===== config.mk =====
export PLATFORM = sky130hd
export DESIGN_NAME = knn_majority_classifier
export DESIGN_NICKNAME = d
export VERILOG_FILES = /design/src/rtl/knn_pkg.sv /design/src/rtl/knn_cell.sv /design/src/rtl/knn_majority_classifier.sv
export VERILOG_INCLUDE_DIRS = /design/src /design/src/rtl
export SDC_FILE = /design/constraint.sdc
export NUM_CORES = 2
export LEC_CHECK = 0
export BUFFER_PORTS_ARGS = -buffer_cell sky130_fd_sc_hd__buf_2
export CAP_MARGIN = 20
export CORE_MARGIN = 8
export CORE_UTILIZATION = 50
export DETAILED_ROUTE_END_ITERATION = 8
export GPL_TIMING_DRIVEN = 0
export PLACE_DENSITY = 0.75
export SKIP_CTS_REPAIR_TIMING = 1
export SLEW_MARGIN = 20
export SYNTH_ARGS = -nofsm -noshare
export SYNTH_HDL_FRONTEND = slang
export SYNTH_SLANG_ARGS = --single-unit
export TNS_END_PERCENT = 20

===== constraint.sdc =====
create_clock -name clk -period 8.4 [get_ports clk]
set_input_delay 0 -clock clk [delete_from_list [all_inputs] [get_ports clk]]
set_output_delay 0 -clock clk [all_outputs]
set_load 0.01 [all_outputs]

===== src/rtl/knn_majority_classifier_defines.svh =====
// Assertion macros for the k-nearest-neighbor classifier.
// Expect a clock named clk and an active-high reset named rst in scope.
`ifndef KNN_MAJORITY_CLASSIFIER_DEFINES_SVH
`define KNN_MAJORITY_CLASSIFIER_DEFINES_SVH

// check cond in the same cycle as trig
`define KNN_ASSERT_NOW(lbl, trig, cond) \
  lbl: assert property (@(posedge clk) disable iff (rst) (trig) |-> (cond)) \
    else $error("knn assertion failed");

// check cond in the cycle after trig
`define KNN_ASSERT_NEXT(lbl, trig, cond) \
  lbl: assert property (@(posedge clk) disable iff (rst) (trig) |=> (cond)) \
    else $error("knn assertion failed");

`endif


===== src/rtl/knn_pkg.sv =====
// Shared types for the k-nearest-neighbor classifier.
// No dependencies; used by knn_cell and knn_majority_classifier.
`timescale 1ns / 1ps

package knn_pkg;

  typedef struct packed {
    logic [31:0] sample_distance;
    logic [7:0]  sample_label;
    logic        last_sample;
  } sample_req_t;

  typedef struct packed {
    logic [7:0] predicted_label;
    logic [4:0] winning_votes;
    logic       short_set;
  } vote_result_t;

  typedef struct packed {
    logic insert;
    logic shift;
    logic clear;
  } cell_ctrl_t;

  localparam logic [31:0] REG_NEIGHBOUR_COUNT = 32'd0;

endpackage


===== src/rtl/knn_cell.sv =====
// One slot of the sorted nearest-neighbor chain: insert-by-compare, vote shift.
// Depends on knn_pkg (cell_ctrl_t).
`timescale 1ns / 1ps

module knn_cell #(
  parameter int DIST_BITS = 32,
  parameter int CW = 5
) (
  input  logic                 clk,
  input  logic                 rst,
  input  knn_pkg::cell_ctrl_t  ctrl,
  input  logic [DIST_BITS-1:0] new_dist,
  input  logic [7:0]           new_label,
  input  logic [7:0]           vote_label,
  input  logic                 prev_gt,
  input  logic [DIST_BITS-1:0] prev_dist,
  input  logic [7:0]           prev_label,
  input  logic                 prev_valid,
  input  logic [7:0]           next_label,
  input  logic                 next_valid,
  input  logic [CW-1:0]        next_count,
  output logic [DIST_BITS-1:0] slot_dist,
  output logic [7:0]           label,
  output logic                 valid,
  output logic                 gt,
  output logic [CW-1:0]        count_upd
);

  logic [CW-1:0] count;

  assign gt        = !valid || (slot_dist > new_dist);
  assign count_upd = count + CW'(label == vote_label);

  always_ff @(posedge clk) begin
    if (rst) begin
      valid <= 1'b0;
      count <= '0;
    end else if (ctrl.clear) begin
      valid <= 1'b0;
      count <= '0;
    end else if (ctrl.shift) begin
      label <= next_label;
      valid <= next_valid;
      count <= next_count;
    end else if (ctrl.insert) begin
      count <= '0;
      if (gt && !prev_gt) begin
        slot_dist <= new_dist;
        label     <= new_label;
        valid     <= 1'b1;
      end else if (gt) begin
        slot_dist <= prev_dist;
        label     <= prev_label;
        valid     <= prev_valid;
      end
    end
  end

endmodule


===== src/rtl/knn_majority_classifier.sv =====
// k-nearest-neighbor majority classifier. Each request carries one training
// sample (distance, label); it enters a sorted chain of K_MAX cells as it is
// accepted, so samples are taken back to back with busy low. The request marked
// last is inserted, then busy rises while the chain shifts one entry per cycle
// past the vote counter, nearest first, for min(samples seen, k) votes; ties
// in distance keep the earlier sample ahead, and the first label to reach the
// top count wins. The result is shown with done for one cycle right after the
// vote and cannot be held off, so the receiver must take it then; the chain is
// empty again in that same cycle. short_set flags a set with fewer than k
// samples. k is neighbour_count at address 0 (0 acts as 1, above K_MAX as K_MAX).
// Depends on knn_pkg, knn_cell and knn_majority_classifier_defines.svh.
`timescale 1ns / 1ps
`include "knn_majority_classifier_defines.svh"

module knn_majority_classifier #(
  parameter int K_MAX = 16,
  parameter int DIST_BITS = 32
) (
  input  logic                  clk,
  input  logic                  rst,
  input  logic                  start,
  output logic                  busy,
  input  knn_pkg::sample_req_t  request,
  output logic                  done,
  output knn_pkg::vote_result_t result,
  input  logic                  psel,
  input  logic                  penable,
  input  logic                  pwrite,
  input  logic [2:0]            paddr,
  input  logic [31:0]           pwdata,
  output logic [31:0]           prdata,
  output logic                  pready
);

  localparam int CW = $clog2(K_MAX + 1);
  localparam int KW = (CW > 5) ? CW : 5;

  typedef enum logic {IDLE, VOTE} state_t;

  state_t               state;
  logic [4:0]           neighbour_count;
  logic [CW-1:0]        filled;
  logic [CW-1:0]        remaining;
  logic [CW-1:0]        best;
  logic [7:0]           winner;

  logic [DIST_BITS-1:0] new_dist;
  logic [DIST_BITS-1:0] cell_dist [K_MAX];
  logic [7:0]           cell_label [K_MAX];
  logic                 cell_valid [K_MAX];
  logic                 cell_gt [K_MAX];
  logic [CW-1:0]        cell_count [K_MAX];
  knn_pkg::cell_ctrl_t  ctrl;

  logic                 accept;
  logic                 cfg_write;
  logic [CW-1:0]        filled_ins;
  logic [KW-1:0]        nc_ext;
  logic [KW-1:0]        k_ext;
  logic [CW-1:0]        k_eff;
  logic [CW-1:0]        voters;
  logic [CW-1:0]        best_next;
  logic [7:0]           winner_next;
  logic [CW+4:0]        best_wide;

  generate
    if (DIST_BITS > 32) begin : g_wide
      assign new_dist = {{(DIST_BITS - 32){1'b0}}, request.sample_distance};
    end else if (DIST_BITS == 32) begin : g_even
      assign new_dist = request.sample_distance;
    end else begin : g_narrow
      assign new_dist = request.sample_distance[DIST_BITS-1:0];
    end
  endgenerate

  assign busy      = (state != IDLE);
  assign accept    = start && !busy;
  assign cfg_write = psel && penable && pwrite && pready;
  assign pready    = 1'b1;
  assign prdata    = (32'(paddr[2]) == knn_pkg::REG_NEIGHBOUR_COUNT) ?
                     32'(neighbour_count) : 32'd0;

  assign ctrl.insert = accept;
  assign ctrl.shift  = (state == VOTE);
  assign ctrl.clear  = (state == VOTE) && (remaining == CW'(1));

  for (genvar i = 0; i < K_MAX; i++) begin : g_cell
    logic                 p_gt;
    logic [DIST_BITS-1:0] p_dist;
    logic [7:0]           p_label;
    logic                 p_valid;
    logic [7:0]           n_label;
    logic                 n_valid;
    logic [CW-1:0]        n_count;

    if (i == 0) begin : g_head
      assign p_gt    = 1'b0;
      assign p_dist  = '0;
      assign p_label = '0;
      assign p_valid = 1'b0;
    end else begin : g_body
      assign p_gt    = cell_gt[i-1];
      assign p_dist  = cell_dist[i-1];
      assign p_label = cell_label[i-1];
      assign p_valid = cell_valid[i-1];
    end

    if (i == K_MAX - 1) begin : g_tail
      assign n_label = '0;
      assign n_valid = 1'b0;
      assign n_count = '0;
    end else begin : g_link
      assign n_label = cell_label[i+1];
      assign n_valid = cell_valid[i+1];
      assign n_count = cell_count[i+1];
    end

    knn_cell #(
      .DIST_BITS(DIST_BITS),
      .CW(CW)
    ) u_cell (
      .clk(clk),
      .rst(rst),
      .ctrl(ctrl),
      .new_dist(new_dist),
      .new_label(request.sample_label),
      .vote_label(cell_label[0]),
      .prev_gt(p_gt),
      .prev_dist(p_dist),
      .prev_label(p_label),
      .prev_valid(p_valid),
      .next_label(n_label),
      .next_valid(n_valid),
      .next_count(n_count),
      .slot_dist(cell_dist[i]),
      .label(cell_label[i]),
      .valid(cell_valid[i]),
      .gt(cell_gt[i]),
      .count_upd(cell_count[i])
    );
  end

  always_comb begin
    filled_ins = (filled < CW'(K_MAX)) ? filled + CW'(1) : filled;
    nc_ext     = KW'(neighbour_count);
    if (neighbour_count == 5'd0) begin
      k_ext = KW'(1);
    end else if (nc_ext > KW'(K_MAX)) begin
      k_ext = KW'(K_MAX);
    end else begin
      k_ext = nc_ext;
    end
    k_eff  = k_ext[CW-1:0];
    voters = (filled_ins < k_eff) ? filled_ins : k_eff;

    if (cell_count[0] > best) begin
      best_next   = cell_count[0];
      winner_next = cell_label[0];
    end else begin
      best_next   = best;
      winner_next = winner;
    end
    best_wide = (CW + 5)'(best_next);
  end

  always_ff @(posedge clk) begin
    if (rst) begin
      state           <= IDLE;
      neighbour_count <= 5'd1;
      filled          <= '0;
      remaining       <= '0;
      done            <= 1'b0;
    end else begin
      done <= (state == VOTE) && (remaining == CW'(1));
      if (cfg_write && (32'(paddr[2]) == knn_pkg::REG_NEIGHBOUR_COUNT)) begin
        neighbour_count <= pwdata[4:0];
      end
      unique case (state)
        IDLE: begin
          if (accept) begin
            if (cell_gt[K_MAX-1]) begin
              filled <= filled_ins;
            end
            if (request.last_sample) begin
              state            <= VOTE;
              remaining        <= voters;
              best             <= '0;
              winner           <= '0;
              result.short_set <= (filled_ins < k_eff);
            end
          end
        end
        VOTE: begin
          best      <= best_next;
          winner    <= winner_next;
          remaining <= remaining - CW'(1);
          if (remaining == CW'(1)) begin
            state                  <= IDLE;
            filled                 <= '0;
            result.predicted_label <= winner_next;
            result.winning_votes   <= (best_wide > (CW + 5)'(31)) ? 5'd31 : best_wide[4:0];
          end
        end
        default: state <= IDLE;
      endcase
    end
  end

  `KNN_ASSERT_NOW(a_done_idle, done, !busy)
  `KNN_ASSERT_NEXT(a_last_votes, accept && request.last_sample, busy)
  `KNN_ASSERT_NOW(a_fill_bound, 1'b1, filled <= CW'(K_MAX))
  `KNN_ASSERT_NOW(a_votes_nonzero, done, result.winning_votes != 5'd0)

endmodule

* After elaboration in Yosys (flattened, before gate mapping) *
Index checks and enable logic that the tools add are counted.

cells by class
  add/sub/neg operators = 17
  $lt $le $gt $ge = 21
  eq/ne operators = 20
  multiplexer cells = 193
  bitwise gates (word level) = 4
  reduce and logical (&&, ||, !) cells = 156

operators with widths
  operator             count
  $mux 32              30
  $mux 8               65
  $gt 32x32->1         16
  $mux 5               29
  $eq 8x8->1           15
  $reduce_and 5->1     16
  $add 5x1->5          14
  $reduce_and 4->1     17
  $mux 1               64
  $reduce_bool 3->1    15
  $reduce_and 2->1     17
  $reduce_bool 2->1    17
  $logic_not 1->1      32
  $pmux 5 s2           3
  $logic_and 1x1->1    20
  $logic_or 1x1->1     16
  $pmux 8 s2           1
  $add 5x1->5 const B  2
  $gt 5x5->1 const B   2
  $reduce_and 3->1     3
  $eq 5x1->1 const B   1
  $gt 5x5->1           1
  $logic_not 5->1      1
  $lt 5x5->1           1
  other kinds (8)      13

word-level totals
  register bits = 775
  bits of input ports = 82
  output and inout port bits = 49
  word-level logic and storage cells = 484

* Depth between registers and ports, before layout *
  depth in word-level cells = 8
  mapped depth = 12
  mapped depth without buffers = 11

* By module *
A second synthesis with hierarchy kept.

unflattened totals
  cells, all modules = 4675
  area, all modules = 54598.6 µm²

modules (own cells, without submodules)
  module                           instances  cells an instance  area an instance (µm²)  seq. area each (µm²)
  knn_cell (g_cell[0].u_cell ...)  15         275                3273.1                  1321.3
  knn_cell (g_cell[9].u_cell)      1          319                2997.9                  1321.3
  knn_majority_classifier          1          231                2503.7                  1151.1

* Least setup slack after synthesis *
No wires, ideal clock.

  kind = input to register
  from = input request[24] (netlist bit)
  to = register g_cell[15].u_cell.slot_dist[0] (enable)
  setup time = 0.471 ns
  data arrival time = 4.142 ns
  data required time = 7.929 ns
  path slack = 3.787 ns
  cell stages on the path = 9
  path buffers = 1
  cells stage by stage = inv_1 -> clkbuf_1 -> ha_1 -> nand4_1 -> nor4_1 -> o21ai_0 -> o211ai_1 -> a21oi_1 -> nor3_1

between the ends
  cells in the longest elaborated chain, start to end = 6

ends and longest elaborated chain
  element                        line                           source
  start: declaration             knn_majority_classifier.sv:23  input knn_pkg::sample_req_t request,
  $gt 32x32->1                   knn_cell.sv:31                 assign gt = !valid || (slot_dist > new_dist);
  $logic_or 1x1->1               knn_cell.sv:31
  $logic_not 1->1                knn_cell.sv:47                 if (gt && !prev_gt) begin
  $logic_and 1x1->1              knn_cell.sv:47
  $reduce_bool 2->1 (no line) *  --
  $reduce_and 5->1 (no line) *   --
  end signal: assignment         knn_cell.sv:48                 slot_dist <= new_dist;
  end signal: assignment         knn_cell.sv:52                 slot_dist <= prev_dist;
  end: declaration               knn_cell.sv:22                 output logic [DIST_BITS-1:0] slot_dist,

Mark *: on every way between the ends. The rest lies on a longest branch, timed or not.
A chain may end at the register's enable or synchronous reset.

* Worst setup path after layout *
  from = input request[39] (netlist bit)
  to = register g_cell[2].u_cell.label[4] (enable)

between the ends
  cells in the longest elaborated chain, start to end = 6

ends and longest elaborated chain
  element                        line            source
  $gt 32x32->1                   knn_cell.sv:31
  $logic_or 1x1->1               knn_cell.sv:31
  $logic_not 1->1                knn_cell.sv:47
  $logic_and 1x1->1              knn_cell.sv:47
  $reduce_bool 3->1 (no line) *  --
  $reduce_and 4->1 (no line) *   --
  end signal: assignment         knn_cell.sv:42  label <= next_label;
  end signal: assignment         knn_cell.sv:49  label <= new_label;
  end signal: assignment         knn_cell.sv:53  label <= prev_label;
  end: declaration               knn_cell.sv:23  output logic [7:0] label,

Marked as above.

==> results.json <==
{
  "status": "finished, violations left",
  "violations": "negative hold slack",
  "clock_path_buffers": 3,
  "clkTransAtPathRegs_ns": 0.06,
  "clock_latency_ns": 0.67,
  "ys_top_cells_by_count": "710 x o21ai_0, 667 x edfxtp_1, 552 x ha_1",
  "nFillCells": 7850,
  "grt_pass1_vias": 37540,
  "wirelength_um": 149000,
  "path_class": "primary input to flop",
  "routed_via_density": 6.521,
  "synth_area_um2": 47050,
  "dieHeight_um": 322.7,
  "drive_gt1_share_pct": 12.14,
  "drtAntennaViolNets": 0,
  "cts_inserted_buffers": 83,
  "dpl.cell_count": 5757,
  "min_period_ns": 4.536,
  "worstReg2RegEnd": "g_cell[0].u_cell.label[4]$_DFFE_PP_",
  "hpwlAfterDp_um": 111800,
  "path_buf_inv": 5,
  "vdd_ir_drop_max_uv": 191.9,
  "cp-end-kind": "flop",
  "htree_levels": 3,
  "initial_core_util_pct": 50.41,
  "rows": 112,
  "leakage_nw": 19.81,
  "tightest_slew_ns": 1.248,
  "cpPeakStageDelay_ns": 0.65,
  "hold_viol": 3,
  "synthArstFlopShare_pct": 0,
  "wl_per_cell_um": 24.98,
  "synthToLayoutAreaGrowth_pct": 12.75,
  "io_pins": 131,
  "crit_cells": 12,
  "cts_root_buffer": "clkbuf_16",
  "final.setup_skew_ns": 0.03080,
  "worst_slack_ns": 3.864,
  "total_power_mw": 10.33,
  "required_ns": 8.67,
  "overflow": 0,
  "period_share_pct": 54.00,
  "vias": 38900,
  "grt_start_max_net_pins": 30,
  "hold_path.startpoint": "pwrite",
  "fp.dieArea_um2": 104200,
  "final_cells": 5965,
  "holdWs_ns": -0.04424,
  "setup_viol": 0,
  "antenna_found_initial": 12,
  "cts_sinks": 765,
  "synth-edff-count": 667,
  "synth_warnings": 0,
  "min_path_type": "primary input to flop",
  "rsz0062_at_grt": "no",
  "io_buffers": 64,
  "fin_util_pct": 56.83,
  "syn_area_per_cell_um2": 10.74,
  "dr.pass1.iters": 6,
  "slew_violations": 0,
  "pre_cts_slack_ns": 3.933,
  "ys_seq_area_share_pct": 46.74,
  "cap_violations": 0,
  "fmax_mhz": 220.5,
  "rr_worst_depth": 7,
  "die_x_um": 322.7,
  "place_area_um2": 49860,
  "worstPathArrival_ns": 4.81,
  "max_slew_margin_pct": 16.65,
  "drc": 0,
  "grt_usage_pct": 27.51,
  "synth_top_area_share_pct": 42.57,
  "grt_first_pass_wirelength_um": 223100,
  "globalplace.congestion": 0.9648,
  "worstPathMaxFanout": 25,
  "ys_ff_latch": 765,
  "final.setup.tns_ns": 0,
  "stdcell_area_um2": 53040,
  "critPathTopFamily": "buffers and inverters",
  "synth-main-ff-cell": "edfxtp_1",
  "crit_path_start_kind": "primary input",
  "crit_chain": "dlygate4sd3_1, buf_2, inv_1, clkbuf_2, ha_1, nand4_1, nor4_1, and2_1, a22o_1, clkbuf_1, a21oi_1, nor2_1",
  "p_per_area_nw_per_um2": 194.7,
  "synth_largest_area_cell": "edfxtp_1",
  "synthCells": 4381,
  "drt_iter0_drc": 4575,
  "startpoint": "request[39]",
  "yosysMostFrequentCell": "o21ai_0",
  "tritoncts": "done",
  "r2r_start": "busy$_SDFF_PP0_",
  "hold_depth": 4,
  "holdPathEnd": "nc_ext[3]$_SDFFE_PP0P_",
  "coreArea_um2": 93330,
  "ff2ff_setup_slack_ns": 4.27,
  "yosys.cell_types.count": 65,
  "cp_slowest_cell": "nor2_1",
  "synth_area_leaders": "edfxtp_1 43%, ha_1 15%, o21ai_0 7.6%, dfxtp_1 4.2%, mux2_2 3.5%",
  "fin_nets": 5264
}
layer usage:
| layer | vias up | share of wire (%) | global-route usage, % |
|---|---|---|---|
| met5 | - | 0.023 | 0 |
| met4 | 6 | 4.7 | 11.95 |
| met1 | 18850 | 40 | 36.07 |
| met3 | 472 | 10 | 6.159 |
| met2 | 2259 | 45 | 43.77 |
| li1 | 17310 | - | - |
worst max-delay path by stage:
stage	end	slack, ns
6_report	g_cell[2].u_cell.label[4]$_DFFE_PP_	3.86
3_3_place_gp	g_cell[15].u_cell.slot_dist[5]$_DFFE_PP_	-0.39
3_5_place_dp	g_cell[15].u_cell.slot_dist[6]$_DFFE_PP_	3.93
2_1_floorplan	g_cell[15].u_cell.slot_dist[0]$_DFFE_PP_	3.79
4_1_cts	g_cell[0].u_cell.label[5]$_DFFE_PP_	4.43
5_1_grt	g_cell[13].u_cell.label[2]$_DFFE_PP_	3.74
area by class of cell:
cell class              instances  area (um2)  area share, %
diodes                         14       35.03        0.06605
repair buffers                138        1404          2.647
clock buffers                 107        2291          4.319
plain buffers                 308        1444          2.722
flip-flops and latches        765       21990          41.46
clock inverters                45       429.2         0.8091
inverters                      91       341.6         0.6440
well taps                    1254        1569          2.958
multi-input cells            3243       23540          44.38
layout by cell type (no fill, tap or decap), types with 14 or more instances in the layout:
master / n
nand4_1: 153
buf_12: 14
edfxtp_1: 667
buf_2: 96
xnor2_1: 138
a31oi_1: 77
nand2_1: 164
dfxtp_1: 98
o311ai_0: 25
and2_1: 38
buf_4: 51
nor2b_1: 38
mux2_4: 40
clkinv_1: 15
clkbuf_1: 202
xor2_1: 22
a211oi_1: 22
nor2_1: 231
a22o_1: 15
nor3_1: 36
nor2_4: 15
clkbuf_16: 86
a21oi_1: 217
nand3_1: 191
and4_1: 15
o21ai_1: 43
o21ai_0: 710
dlygate4sd3_1: 42
a221oi_1: 16
nor4_1: 19
inv_1: 89
clkbuf_2: 33
o211ai_1: 33
nand2b_1: 17
a22oi_1: 70
ha_1: 552
a21o_1: 32
mux2_2: 147
diode_2: 14
conb_1: 28
kinds of logic (layout without fill, tap and decap cells):
| kind of cell | count (synthesis) | in the layout | share of synthesized area, % |
|---|---|---|---|
| and+or+nand+nor | 959 | 959 | 10.11 |
| adders and majority gates | 552 | 552 | 14.68 |
| buffers and inverters | 399 | 689 | 3.705 |
| other | 2 | 42 | 0.01596 |
| AOI/OAI and AO/OA | 1336 | 1336 | 16.50 |
| muxes | 208 | 208 | 5.271 |
| DFF | 765 | 765 | 46.74 |
| xor gates and xnor gates | 160 | 160 | 2.979 |
flip-flops by register name, summed over array words and instances, names as in the netlist:
signal                   flops
winner                       8
result                      14
remaining                    5
done                         1
busy                         1
g_cell.u_cell.count         65
best                         5
filled                       5
g_cell.u_cell.slot_dist    512
g_cell.u_cell.label        128
nc_ext                       5
g_cell.u_cell.valid         16
where the power goes:
part | switching (mW) | internal, mW
sequential | 0.196 | 4.47
clock | 1.62 | 2.15
combinational | 1.20 | 0.689
worst min-delay path: cells and delay by family:
kind	cells	cell delay (ns)
buf+inv	1	0.09
mux	1	0.12
simple gates	2	0.34
(Power assumes the default switching activity.)
